===== src/rtl/core/swr_pkg.sv =====
`default_nettype none
package swr_pkg;
   localparam int RandWidth  = 31;
   localparam int ValueWidth = 32;
   localparam int CountWidth = 7;

   typedef enum logic [1:0] {
      CSR_RANGE_MIN    = 2'd0,
      CSR_RANGE_SIZE   = 2'd1,
      CSR_SAMPLE_COUNT = 2'd2,
      CSR_NO_REPEATS   = 2'd3
   } csr_index_type;

   // broadcast request to every cell of the chain
   typedef struct packed {
      logic                  lookup;   // compare key, report hit
      logic                  write;    // write value where key hits
      logic                  append;   // append key/value at fill point
      logic [RandWidth-1:0]  key;
      logic [ValueWidth-1:0] value;
   } cell_cmd_type;
endpackage
`default_nettype wire


===== src/rtl/core/swr_divider.sv =====
`default_nettype none
module swr_divider
   import swr_pkg::*;
(
   input  wire logic                 clock,
   input  wire logic                 reset,
   input  wire logic                 start,
   input  wire logic [RandWidth-1:0] dividend,
   input  wire logic [RandWidth-1:0] divisor,
   output logic                      done,
   output logic [RandWidth-1:0]      remainder
);
   localparam int CntWidth = $clog2(RandWidth + 1);

   logic [RandWidth-1:0] quot_ff, quot_in;
   logic [RandWidth:0]   rem_ff, rem_in;
   logic [RandWidth-1:0] div_ff, div_in;
   logic [CntWidth-1:0]  cnt_ff, cnt_in;
   logic                 busy_ff, busy_in;
   logic                 done_ff, done_in;
   logic [RandWidth:0]   trial;

   // restoring division, one quotient bit a cycle
   always_comb begin
      quot_in = quot_ff;
      rem_in  = rem_ff;
      div_in  = div_ff;
      cnt_in  = cnt_ff;
      busy_in = busy_ff;
      done_in = 1'b0;
      trial   = {rem_ff[RandWidth-1:0], quot_ff[RandWidth-1]};
      if (start) begin
         quot_in = dividend;
         rem_in  = '0;
         div_in  = divisor;
         cnt_in  = CntWidth'(RandWidth);
         busy_in = 1'b1;
      end else if (busy_ff) begin
         quot_in = {quot_ff[RandWidth-2:0], 1'b0};
         if (trial >= {1'b0, div_ff}) begin
            rem_in = trial - {1'b0, div_ff};
         end else begin
            rem_in = trial;
         end
         cnt_in = cnt_ff - 1'b1;
         if (cnt_ff == CntWidth'(1)) begin
            busy_in = 1'b0;
            done_in = 1'b1;
         end
      end
   end

   always_ff @(posedge clock) begin
      if (reset) begin
         busy_ff <= 1'b0;
         done_ff <= 1'b0;
         cnt_ff  <= '0;
      end else begin
         busy_ff <= busy_in;
         done_ff <= done_in;
         cnt_ff  <= cnt_in;
      end
      quot_ff <= quot_in;
      rem_ff  <= rem_in;
      div_ff  <= div_in;
   end

   assign done      = done_ff;
   assign remainder = rem_ff[RandWidth-1:0];
endmodule
`default_nettype wire


===== config.mk =====
export PLATFORM = sky130hd
export DESIGN_NAME = swr_divider
export DESIGN_NICKNAME = d
export VERILOG_FILES = /design/src/rtl/core/swr_pkg.sv /design/src/rtl/core/swr_divider.sv
export SDC_FILE = /design/constraint.sdc
export NUM_CORES = 1
export LEC_CHECK = 0
export BUFFER_PORTS_ARGS = -buffer_cell sky130_fd_sc_hd__buf_2
export CORE_MARGIN = 3
export CORE_UTILIZATION = 29
export CTS_CLUSTER_SIZE = 24
export DETAILED_ROUTE_END_ITERATION = 7
export HOLD_SLACK_MARGIN = 0.06
export MAX_ROUTING_LAYER = met4
export SKIP_CTS_REPAIR_TIMING = 1
export SLEW_MARGIN = 30
export SYNTH_ARGS = -nofsm -noshare
export SYNTH_HDL_FRONTEND = slang
export SYNTH_SLANG_ARGS = --single-unit

===== constraint.sdc =====
create_clock -name clock -period 7.1 [get_ports clock]
set_input_delay 1.42 -clock clock [delete_from_list [all_inputs] [get_ports clock]]
set_output_delay 1.42 -clock clock [all_outputs]
set_load 0.005 [all_outputs]

==> out/summary.txt <==
Max Slew Vio Count - 0
Clock buffer depth - 2
Clk sinks - 100
Via density - 4.740
Crit path cell chain - ha_1 > fa_1 > nor2b_4 > o31a_1 > o41a_1 > a21oi_4 > and3b_1 > o21ai_2 > buf_4 > nand2_1 > o21ai_0
CP Launch Type - flop
Final setup skew - 0.01081 ns
Final Hold Viols - 0
Fmax - 289.1 MHz
Clock Root Buffer - clkbuf_16
Clk network pwr share - 34.5%
Max rail drop VDD - 0.1336 mV
CP max-delay cell - o21ai_2
WL/cell - 14.51 µm
Row count - 50
Tot Pwr - 0.001539 W
Crit-path max cell delay - 0.64 ns
CP delay by family, top - compound AO/OA/AOI/OAI gates
Vias in the first global route - 4353
Post-synthesis cell count - 576
Worst-path clk slew - 0.07 ns
Synth area leaders - edfxtp_1 33%, dfxtp_1 13%, ha_1 7.2%, mux2_2 5.9%, nand2_1 4.1%
Final core occ - 35.66%
Largest net degree at the start of global routing - 69
Syn Area/Cell - 9.934 µm²
Critical path capture point type - flop
DRT Wirelength - 13.51 mm
Drt initial violations - 256
Synthesized area - 5722 µm²
H-tree depth - 3
Hold WC Path Type - flop to flop
Yosys warning total - 0
Worst EP arrival - 3.73 ns
TritonCTS Buffers - 9
Syn-to-layout area delta - 18.54%
Chip Width - 146.5 µm
Share of the synthesized area in the top cell type - 32.54%
Die Y - 146.5 µm
Nets - 761
Initial antenna violation count - 3
Clock Latency Late Sink - 0.36 ns
Worst EP required - 7.38 ns
FFs w/ async S/R, synth - 0%
CP max FO - 19
Via count - 4413
CP Class - flop to flop
Die area - 21450 µm²
Final Cell Area - 6783 µm²
Final GP Congestion - 0.8855
Fraction of layout cells with a size suffix above 1 - 24.29%
PwrDens - 226.9 nW/µm²
Top cells by count, synth - 62 x edfxtp_1, 62 x nand2_1, 57 x nor2_1
Slew HR - 42.66%
Leak - 2.857 nW
Status - complete, no violations
Core Region - 19020 µm²
Post-route ant nets - 0
Port buffer count - 96
Post-route minimum period - 3.459 ns
MaxCap Viol Count - 0
Placed standard-cell area - 6447 µm²
Final setup fails - 0
GRT Overall Usage - 13.18%
Initial Utilization - 30.09%
Router iterations before antenna repair - 5
Distinct cells, synth - 63
Syn_nets - 675
Tcrit/Tclk final - 48.71%
Drt drc - 0
Buffers and inverters on the worst path - 1
Seq cells post-synth - 100
Main synth FF type - edfxtp_1
Post-DP HPWL - 9.677 mm
TNS Setup - 0 ns
Num ports - 97
Internal Power - 0.001094 W
CTS tree - built
Sequential area share after synthesis - 45.83%
Post-synth EDFFs - 62
Logic pwr share - 20.2%
Fin Hold WS - 0.5149 ns
Synth area leader - edfxtp_1
Switching power - 0.0004454 W
RSZ-0062 raised after global routing - no
Sw Ratio - 28.94%
Slew @ Worst Pin - 0.8601 ns
Seq pwr share - 45.4%
GRT overflow - 0
First-pass GRT wire length - 22.45 mm
routing by layer:
metal	GRT usage (%)	up-vias	share of wire, %
met4	3.151	0	1.1
met5	-	-	0
li1	-	2260	-
met3	4.252	9	6.4
met2	19.89	110	45
met1	17.27	2034	48
final cells by class:
type	instances	area, µm²
inverter	43	161.4
clock inverter	7	100.1
multi-input combinational	409	2831
clock buffer	9	225.2
tap	260	325.3
sequential	100	2624
timing repair buffer	99	505.5
antenna	4	10.01
fill	1978	12240
worst reg2reg max path: cells and delay by family, from the launching register on:
family / cells / cell delay (ns)
AO/OA/AOI/OAI: 5 / 1.42
adder cells (fa/ha/maj): 2 / 0.66
buffers and inverters: 1 / 0.34
flip-flops: 1 / 0.39
AND/OR/NAND/NOR: 3 / 0.60
logic make-up (layout without fill, tap and decap cells):
logic type,Yosys count,count (layout),synth area share (%)
and+or+nand+nor,176,176,14.15
muxes,32,32,6.254
xor gates and xnor gates,27,27,4.133
adders and majority gates,34,34,7.566
buffers and inverters,67,158,4.701
other,0,4,0
AOI/OAI and AO/OA,140,140,17.36
DFF,100,100,45.83
final timing paths:
kind,slack (ns),endpoint,cells past startpoint,from
worst max-delay path,3.64,rem_ff[24],11,div_ff[0]
worst min register to register,0.51,rem_ff[13],2,rem_ff[12]
worst max register to register,3.64,rem_ff[24],11,div_ff[0]
worst min-delay path,0.51,rem_ff[13],2,rem_ff[12]
layout by cell type (no fill, tap or decap), types with 4 or more instances in the layout:
cell / synthesis / layout
a21o_1: 14 / 14
a21oi_1: 43 / 43
a311oi_1: 11 / 11
a311oi_2: 6 / 6
a31oi_1: 5 / 5
buf_2: 2 / 95
buf_4: 2 / 4
clkbuf_16: 0 / 9
dfxtp_1: 38 / 37
diode_2: 0 / 4
edfxtp_1: 62 / 62
ha_1: 33 / 33
inv_1: 43 / 42
mux2_2: 30 / 30
nand2_1: 62 / 62
nand2b_1: 7 / 7
nand3_1: 10 / 10
nand4_1: 4 / 4
nor2_1: 57 / 57
nor2b_1: 5 / 5
nor3_1: 8 / 8
o21ai_0: 22 / 22
or3_1: 4 / 4
xnor2_1: 16 / 16
xor2_1: 11 / 11
metrics by stage:
step                setup slack [ns]  instances
floorplan                      3.988        576
global route                   3.278        930
CTS                            3.591        927
detailed placement             3.621        911
global placement               3.569        911
finish                         3.641        931
power groups by stage:
stage	logic (W)	clock network, W	registers [W]
2_1_floorplan	0.000228	0	0.000705
3_3_place_gp	0.000309	0	0.000711
3_5_place_dp	0.000311	0	0.000711
4_1_cts	0.000313	0.000550	0.000699
5_1_grt	0.000353	0.000575	0.000705
6_report	0.000310	0.000531	0.000698
registers in the layout, summed over array words and instances (netlist names):
register	flops
busy_ff	1
cnt_ff	5
div_ff	31
done	1
quot_ff	31
rem_ff	31
(Power assumes the default switching activity.)
