===== src/rtl/core/swr_pkg.sv =====
`default_nettype none
package swr_pkg;
   localparam int RandWidth  = 31;
   localparam int ValueWidth = 32;
   localparam int CountWidth = 7;

   typedef enum logic [1:0] {
      CSR_RANGE_MIN    = 2'd0,
      CSR_RANGE_SIZE   = 2'd1,
      CSR_SAMPLE_COUNT = 2'd2,
      CSR_NO_REPEATS   = 2'd3
   } csr_index_type;

   // broadcast request to every cell of the chain
   typedef struct packed {
      logic                  lookup;   // compare key, report hit
      logic                  write;    // write value where key hits
      logic                  append;   // append key/value at fill point
      logic [RandWidth-1:0]  key;
      logic [ValueWidth-1:0] value;
   } cell_cmd_type;
endpackage
`default_nettype wire


===== src/rtl/core/swr_spill_cell.sv =====
`default_nettype none
module swr_spill_cell
   import swr_pkg::*;
(
   input  wire logic                  clock,
   input  wire logic                  reset,
   input  wire logic                  clear,
   input  wire cell_cmd_type          cmd,
   input  wire logic                  prev_used,  // left neighbour holds an entry
   input  wire logic                  hit_in,     // hit data from right neighbour
   input  wire logic [ValueWidth-1:0] value_in,
   output logic                       used,
   output logic                       hit_out,
   output logic [ValueWidth-1:0]      value_out
);
   logic                  used_ff;
   logic [RandWidth-1:0]  key_ff;
   logic [ValueWidth-1:0] value_ff;
   logic                  match;

   assign match = used_ff && (key_ff == cmd.key);

   always_ff @(posedge clock) begin
      if (reset || clear) begin
         used_ff <= 1'b0;
      end else if (cmd.append && prev_used && !used_ff) begin
         used_ff <= 1'b1;
      end
      if (cmd.append && prev_used && !used_ff) begin
         key_ff   <= cmd.key;
         value_ff <= cmd.value;
      end else if (cmd.write && match) begin
         value_ff <= cmd.value;
      end
   end

   // hit result ripples leftward one cell per cycle
   always_ff @(posedge clock) begin
      if (reset || clear) begin
         hit_out <= 1'b0;
      end else if (cmd.lookup && match) begin
         hit_out <= 1'b1;
      end else begin
         hit_out <= hit_in;
      end
      value_out <= (cmd.lookup && match) ? value_ff : value_in;
   end

   assign used = used_ff;
endmodule
`default_nettype wire


===== config.mk =====
export PLATFORM = sky130hd
export DESIGN_NAME = swr_spill_cell
export DESIGN_NICKNAME = d
export VERILOG_FILES = /design/src/rtl/core/swr_pkg.sv /design/src/rtl/core/swr_spill_cell.sv
export SDC_FILE = /design/constraint.sdc
export NUM_CORES = 1
export LEC_CHECK = 0
export BUFFER_PORTS_ARGS = -buffer_cell sky130_fd_sc_hd__buf_4
export CAP_MARGIN = 15
export CORE_MARGIN = 4
export CORE_UTILIZATION = 48
export CTS_CLUSTER_DIAMETER = 40
export DETAILED_ROUTE_END_ITERATION = 16
export PLACE_DENSITY = 0.79
export SKIP_LAST_GASP = 1
export SLEW_MARGIN = 10
export SYNTH_ARGS = -nofsm -noshare
export SYNTH_HDL_FRONTEND = slang
export SYNTH_SLANG_ARGS = --single-unit
export TNS_END_PERCENT = 30

===== constraint.sdc =====
create_clock -name clock -period 9.65 [get_ports clock]
set_clock_uncertainty 0.2 [all_clocks]
set_input_delay 2.4125 -clock clock [delete_from_list [all_inputs] [get_ports clock]]
set_output_delay 2.4125 -clock clock [all_outputs]
set_load 0.05 [all_outputs]

==> results of run 1 <==
layout make-up:
class                           count  area (sq um)  share of cell area, %
Multi-Input combinational cell     80           862                   17.8
Inverter                            1          3.75                 0.0774
Clock inverter                      2          36.3                  0.749
Timing Repair Buffer              138          1040                   21.4
Sequential cell                    97          2570                   53.1
Clock buffer                       14           216                   4.47
Tap cell                           96           120                   2.48
synthesized netlist by cell type (all sizes together):
library cell	number	area share [%]
dfxtp	34	20
a31o	1	0.25
mux2	32	14
xnor2	31	7.8
inv	1	0.11
nand4	8	1.4
a21oi	1	0.14
a211oi	1	0.22
nor3	1	0.14
nand3	1	0.29
nand2	1	0.11
edfxtp	63	55
nor4	2	0.72
buf	3	0.97
nor2	1	0.11
sequential cells by signal, indices dropped and copies added (netlist names):
name,flops
hit_out,1
value_ff,32
key_ff,31
value_out,32
used,1
routing by layer:
metal	part of all wire [%]	vias up	global-route usage [%]
li1	-	962	-
met1	37	942	17.8
met2	54	71	27.8
met3	7.4	6	5.07
met4	1.6	0	6.72
met5	0	-	0
critical path: cells and delay by family:
kind,cells,cell delay (ns)
and+or+nand+nor,3,1.06
xor gates and xnor gates,1,0.19
buffers and inverters,2,0.56
muxes,1,0.33
cell usage in the layout, fill, tap and decap left out:
| cell type | n |
|---|---|
| bufinv_16 | 1 |
| dfxtp_1 | 34 |
| nor3_1 | 1 |
| mux2_2 | 3 |
| mux2_4 | 29 |
| a211oi_1 | 1 |
| nand2_1 | 1 |
| nor4_2 | 2 |
| xnor2_1 | 31 |
| a21oi_1 | 1 |
| edfxtp_1 | 63 |
| buf_4 | 138 |
| nor2_2 | 1 |
| nand4_1 | 8 |
| inv_4 | 1 |
| clkbuf_1 | 1 |
| a31o_2 | 1 |
| inv_1 | 1 |
| clkbuf_16 | 3 |
| nand3_2 | 1 |
| clkbuf_8 | 10 |
power by group:
group          internal (mW)  switching, mW  total [mW]
Combinational         0.0521         0.0496       0.102
Clock                  0.175          0.130       0.304
Sequential             0.463        0.00597       0.469
kinds of logic after synthesis:
family | count (synthesis)
buf+inv | 4
flops | 97
compound gates | 3
xor+xnor | 31
simple gates | 14
mux | 32
path summary, 6_finish.rpt:
| check | endpoint | depth (start not counted) | startpoint | slack [ns] |
|---|---|---|---|---|
| max | value_out[8]$_DFF_P_ | 7 | cmd[39] | 5.11 |
| min | value_out[6]$_DFF_P_ | 1 | value_ff[6]$_DFFE_PP_ | 0.28 |
| min reg2reg | value_out[6]$_DFF_P_ | 1 | value_ff[6]$_DFFE_PP_ | 0.28 |
| max reg2reg | value_out[8]$_DFF_P_ | 6 | key_ff[7]$_DFFE_PP_ | 6.89 |
==> impl_results.md, run 1 <==
- Tot Pwr: 875 uW
- Dpl ws: 4.71 ns
- Num rows: 30
- Post-cts repair resize count: 0
- Worst Path Arrival: 4.57 ns
- Post-synthesis xor/xnor area fraction: 7.83%
- Fillers: just under 500
- Sinks on Clock Net: 97
- Worst-path clk slew: 0.09 ns
- Syn_nets: 284
- Syn-to-layout area delta: 39.7%
- Final period util: 47.0%
- Clock root buffer: clkbuf_8
- Post-route design area: approximately 4800 sq um
- Critical path endpoint category: register
- I/O Buffers: 136
- Critical Path Max Stage Delay: 0.54 ns
- Vias in the first global route: 2,056
- Main combinational cell family by area after synthesis: multiplexers
- Hold buffer count at cts: 0
- Post-Syn Instances: 181
- Power density cells: 181 nW/um^2
- Post-CTS setup buffer count: 0
- Peak supply drop: 0.0958 mV
- Crit-path most repeated cell: buf_4
- Starting DRC count in detailed routing: a little over 80
- Clock buffer depth: 2
- Post-synthesis sequential area ratio: 74.1%
- Non-Filler Instances: 428
- Setup TNS Final: 0 ns
- Gpl congestion: between 0.7 and 0.8
- Fin crit period: 4.54 ns
- Hpwl dp: roughly 5300 um
- Synthesis-stage register bit count: 97
- Leak: slightly above 2 nW
- Die area: 8650 sq um
- Post-synthesis compound-gate area fraction: 0.613%
- Critical Path Start Type: primary input
- Synthesized area: between 3000 and 4000 sq um
- Final core utilization: a little over two thirds
- Synthesis warning total: 0
- Final setup vio count: 0
- DP Area: 4590 sq um
- Core ar.: 6910 sq um
- DRC: 0
- Die height: 93.0 um
- Crit Path Class: primary input to register
- Max-cap viol count: 0
- Worst Path Required: 9.68 ns
- Grt ovf: 0
- Largest net degree at the start of global routing: 33
- Post-Syn Area per Cell: 19.2 sq um
- Critical Path, Cell by Cell: buf_4 -> xnor2_1 -> nand4_1 -> nor4_2 -> nand3_2 -> buf_4 -> mux2_4
- Initial core utilization: between 50% and 60%
- Final Net Count: between 400 and 500
- Initial antenna violation count: 0
- Largest fanout on the critical path: 18
- Final antenna-violating net count: 0
- Final worst slack: around 5.1 ns
- Min-Delay Path Class: register to register
- Placed cells: 412
- Max transition margin: 44.7%
- First-pass GRT wire length: roughly 10,000 um
- CTS Buf Count: 9
- Post-synthesis adder-cell area fraction: 0%
- TritonRoute pass-1 iters: 4
- Layout cells sized above 1: 57.2%
- Inserted Diodes: 0
- TritonCTS clock tree: yes
- Synth unique cells: 16
- Vias: 1,981
- Outcome: complete, no violations
- Measured slew at the worst slew-check pin: 0.829 ns
- RSZ-0062 raised after global routing: false
- Total GRT Usage: 15.9%
- Max Clk Rate: ~220 MHz
- Routed len/inst: 15.9 um
- H-tree lvl count: 3
- Routed WL: 6810 um
- Worst hold slack: ~0.28 ns
- Drt via density: about 4.6
- Final hold violations: 0
- Chip Width: 93.0 um
- Post-Synth Simple-Gate Area: about 2.8%
- Multiplexer area fraction after synthesis: 13.5%
- Critical path's slowest cell: nand3_2
- I/O pin count: 137
- Slew Viols, Final: 0
- Skew-Pair Late Insertion Delay: 0.34 ns
Note: power is estimated with default switching activity, not from simulation.
==> inputs of run 2 (changes only) <==
Settings changed: CORE_UTILIZATION 48 to 43, PLACE_DENSITY 0.79 to 0.75.
Clock period 9.65 ns to 3.8 ns, I/O delays scaled along.
==> impl_results.md, run 2 (synthesized netlist as in run 1, its figures left out) <==
- Outcome: complete, no violations
- Clock buffer depth: 2 (unchanged)
- I/O pin count: 137 (unchanged)
- Critical Path Max Stage Delay: 0.42 ns (-0.12 ns)
- Critical Path Start Type: primary input
- Final setup vio count: 0 (unchanged)
- Regs by FF count: value_ff x32, value_out x32, key_ff x31
- I/O Buffers: 136 (unchanged)
- Max Clk Rate: about 390 MHz
- CTS Buf Count: 9 (unchanged)
- Vias in the first global route: 2,024 (-1.6%)
- Sinks on Clock Net: 97 (unchanged)
- Worst Path Required: 3.66 ns (-6.02 ns)
- RSZ-0062 raised after global routing: false
- Inserted Diodes: 0 (unchanged)
- Worst R2R Path Depth: 5 (-1)
- Critical Path, Cell by Cell: buf_4 -> xnor2_1 -> nand4_1 -> nor4_2 -> a31o_2 -> buf_4
- H-tree lvl count: 3 (unchanged)
- Fillers: 602 (+23%)
- Measured slew at the worst slew-check pin: 0.573 ns (-0.256 ns)
- Num rows: 32 (+6.7%)
- Min-Delay Path Class: register to register
- Max transition margin: 61.8% (+17 points)
- Total GRT Usage: 13.9% (-2.0 points)
- Post-cts repair resize count: 0 (unchanged)
- Bufs and invs on worst path: 2 (unchanged)
- Layout cells sized above 1: 57.8% (+0.56 points)
- CP startpoint: cmd[49]
- Power density cells: 438 nW/um^2 (+140%)
- Worst reg2reg endpoint: value_ff[18]$_DFFE_PP_
- Syn-to-layout area delta: 38.9%
- TritonCTS clock tree: yes
- Chip Width: 97.8 um (+5.2%)
- Most common cell after layout, fill and taps aside: buf_4
- TritonRoute pass-1 iters: 3 (-1)
- Fin crit period: about 2.6 ns
- Final antenna-violating net count: 0 (unchanged)
- Peak supply drop: 0.300 mV (+210%)
- Gpl congestion: 0.736 (-5.5%)
- Largest net degree at the start of global routing: 34 (+3.0%)
- Register-to-register setup slack: 1.53 ns (-5.36 ns)
- Drt via density: 4.49 (-3.0%)
- Core ar.: 7770 sq um (+12%)
- Area of the multi-input gates: 862 sq um (unchanged)
- Min-delay src: value_ff[11]$_DFFE_PP_
- Initial core utilization: 44.7% (-5.6 points)
- Tot Pwr: 2.11 mW (+140%)
- Most frequent cells in the layout: buf_4 (140), edfxtp_1 (63), dfxtp_1 (34), xnor2_1 (31), mux2_4 (29)
- Max-cap viol count: 0 (unchanged)
- Reg area: 2570 sq um (unchanged)
- Setup TNS Final: 0 ns (unchanged)
- Worst-path clk slew: 0.10 ns (about the same)
- Skew-Pair Late Insertion Delay: 0.36 ns (+0.02 ns)
- First-pass GRT wire length: 10,100 um (-1.2%)
- Cell depth of the worst setup path: 6 (-1)
- Critical path endpoint category: register
- Routed WL: 6790 um (-0.32%)
- Slew Viols, Final: 0 (unchanged)
- Routed len/inst: 15.6 um (-2.2%)
- Post-CTS setup buffer count: 0 (unchanged)
- Crit Path Class: primary input to register
- Final period util: 68.3%
- Setup crit end: value_ff[18]$_DFFE_PP_
- Final Net Count: 432 (+0.47%)
- Crit-path most repeated cell: buf_4
- Worst Path Arrival: 2.45 ns (-2.12 ns)
- Final hold violations: 0 (unchanged)
- Hpwl dp: 5260 um (-0.15%)
- Initial antenna violation count: 0 (unchanged)
- DRC: 0 (unchanged)
- Largest fanout on the critical path: 12 (-6)
- Hold buffer count at cts: 0 (unchanged)
- Grt ovf: 0 (unchanged)
- Clock root buffer: clkbuf_8
- Leak: 2.03 nW (-0.66%)
- CP delay by family, top: simple AND/OR/NAND/NOR gates
- Reg2Reg Launch Point: key_ff[17]$_DFFE_PP_
- Vias: 1,957 (-1.2%)
- Die height: 97.8 um (+5.2%)
- Starting DRC count in detailed routing: 64 (-21%)
- Critical path's slowest cell: a31o_2
- Die area: 9570 sq um (+11%)
run 2: where the power goes:
group | switching [mW] | total (mW) | internal [mW] | leakage (nW)
clock network | 0.370 | 0.660 | 0.290 | 0.105
logic | 0.125 | 0.259 | 0.134 | 1.05
registers | 0.0156 | 1.19 | 1.18 | 0.876
run 2: cell type report:
class	count	share of cell area, %
multi-input combinational	80	17.9
inverter	1	0.0779
sequential	97	53.4
clock buffer	10	3.09
timing repair buffer	140	21.8
clock inverter	6	1.09
tap	102	2.65
run 2: metrics by stage:
stage / std cells / setup WS, ns / hold WS (ns) / util (%) / area (sq um)
6_report: 436 / 1.20 / 0.274 / 62.0 / 4820
5_1_grt: 436 / 1.10 / 0.281 / 62.0 / 4820
4_1_cts: 436 / 1.14 / 0.277 / 62.0 / 4820
3_5_place_dp: 420 / 0.768 / 0.258 / 59.4 / 4620
3_3_place_gp: 420 / 0.859 / 0.254 / 59.4 / 4620
2_1_floorplan: 181 / 0.202 / 0.249 / - / 3470
run 2: metal layers:
metal / track usage (%) / part of all wire (%) / vias to the layer above
met2: 24.2 / 52 / 70
met4: 4.79 / 1.4 / 0
met1: 15.7 / 40 / 913
met3: 5.14 / 6.7 / 7
met5: 0 / 0 / -
li1: - / - / 967
run 2: worst min path at each step:
stage                                 end  slack [ns]  cells past startpoint
global route        value_out[11]$_DFF_P_        0.28                      1
global placement    value_out[16]$_DFF_P_        0.25                      1
CTS                 value_out[11]$_DFF_P_        0.28                      1
detailed placement  value_out[26]$_DFF_P_        0.26                      1
floorplan            value_out[0]$_DFF_P_        0.25                      1
finish              value_out[11]$_DFF_P_        0.27                      1
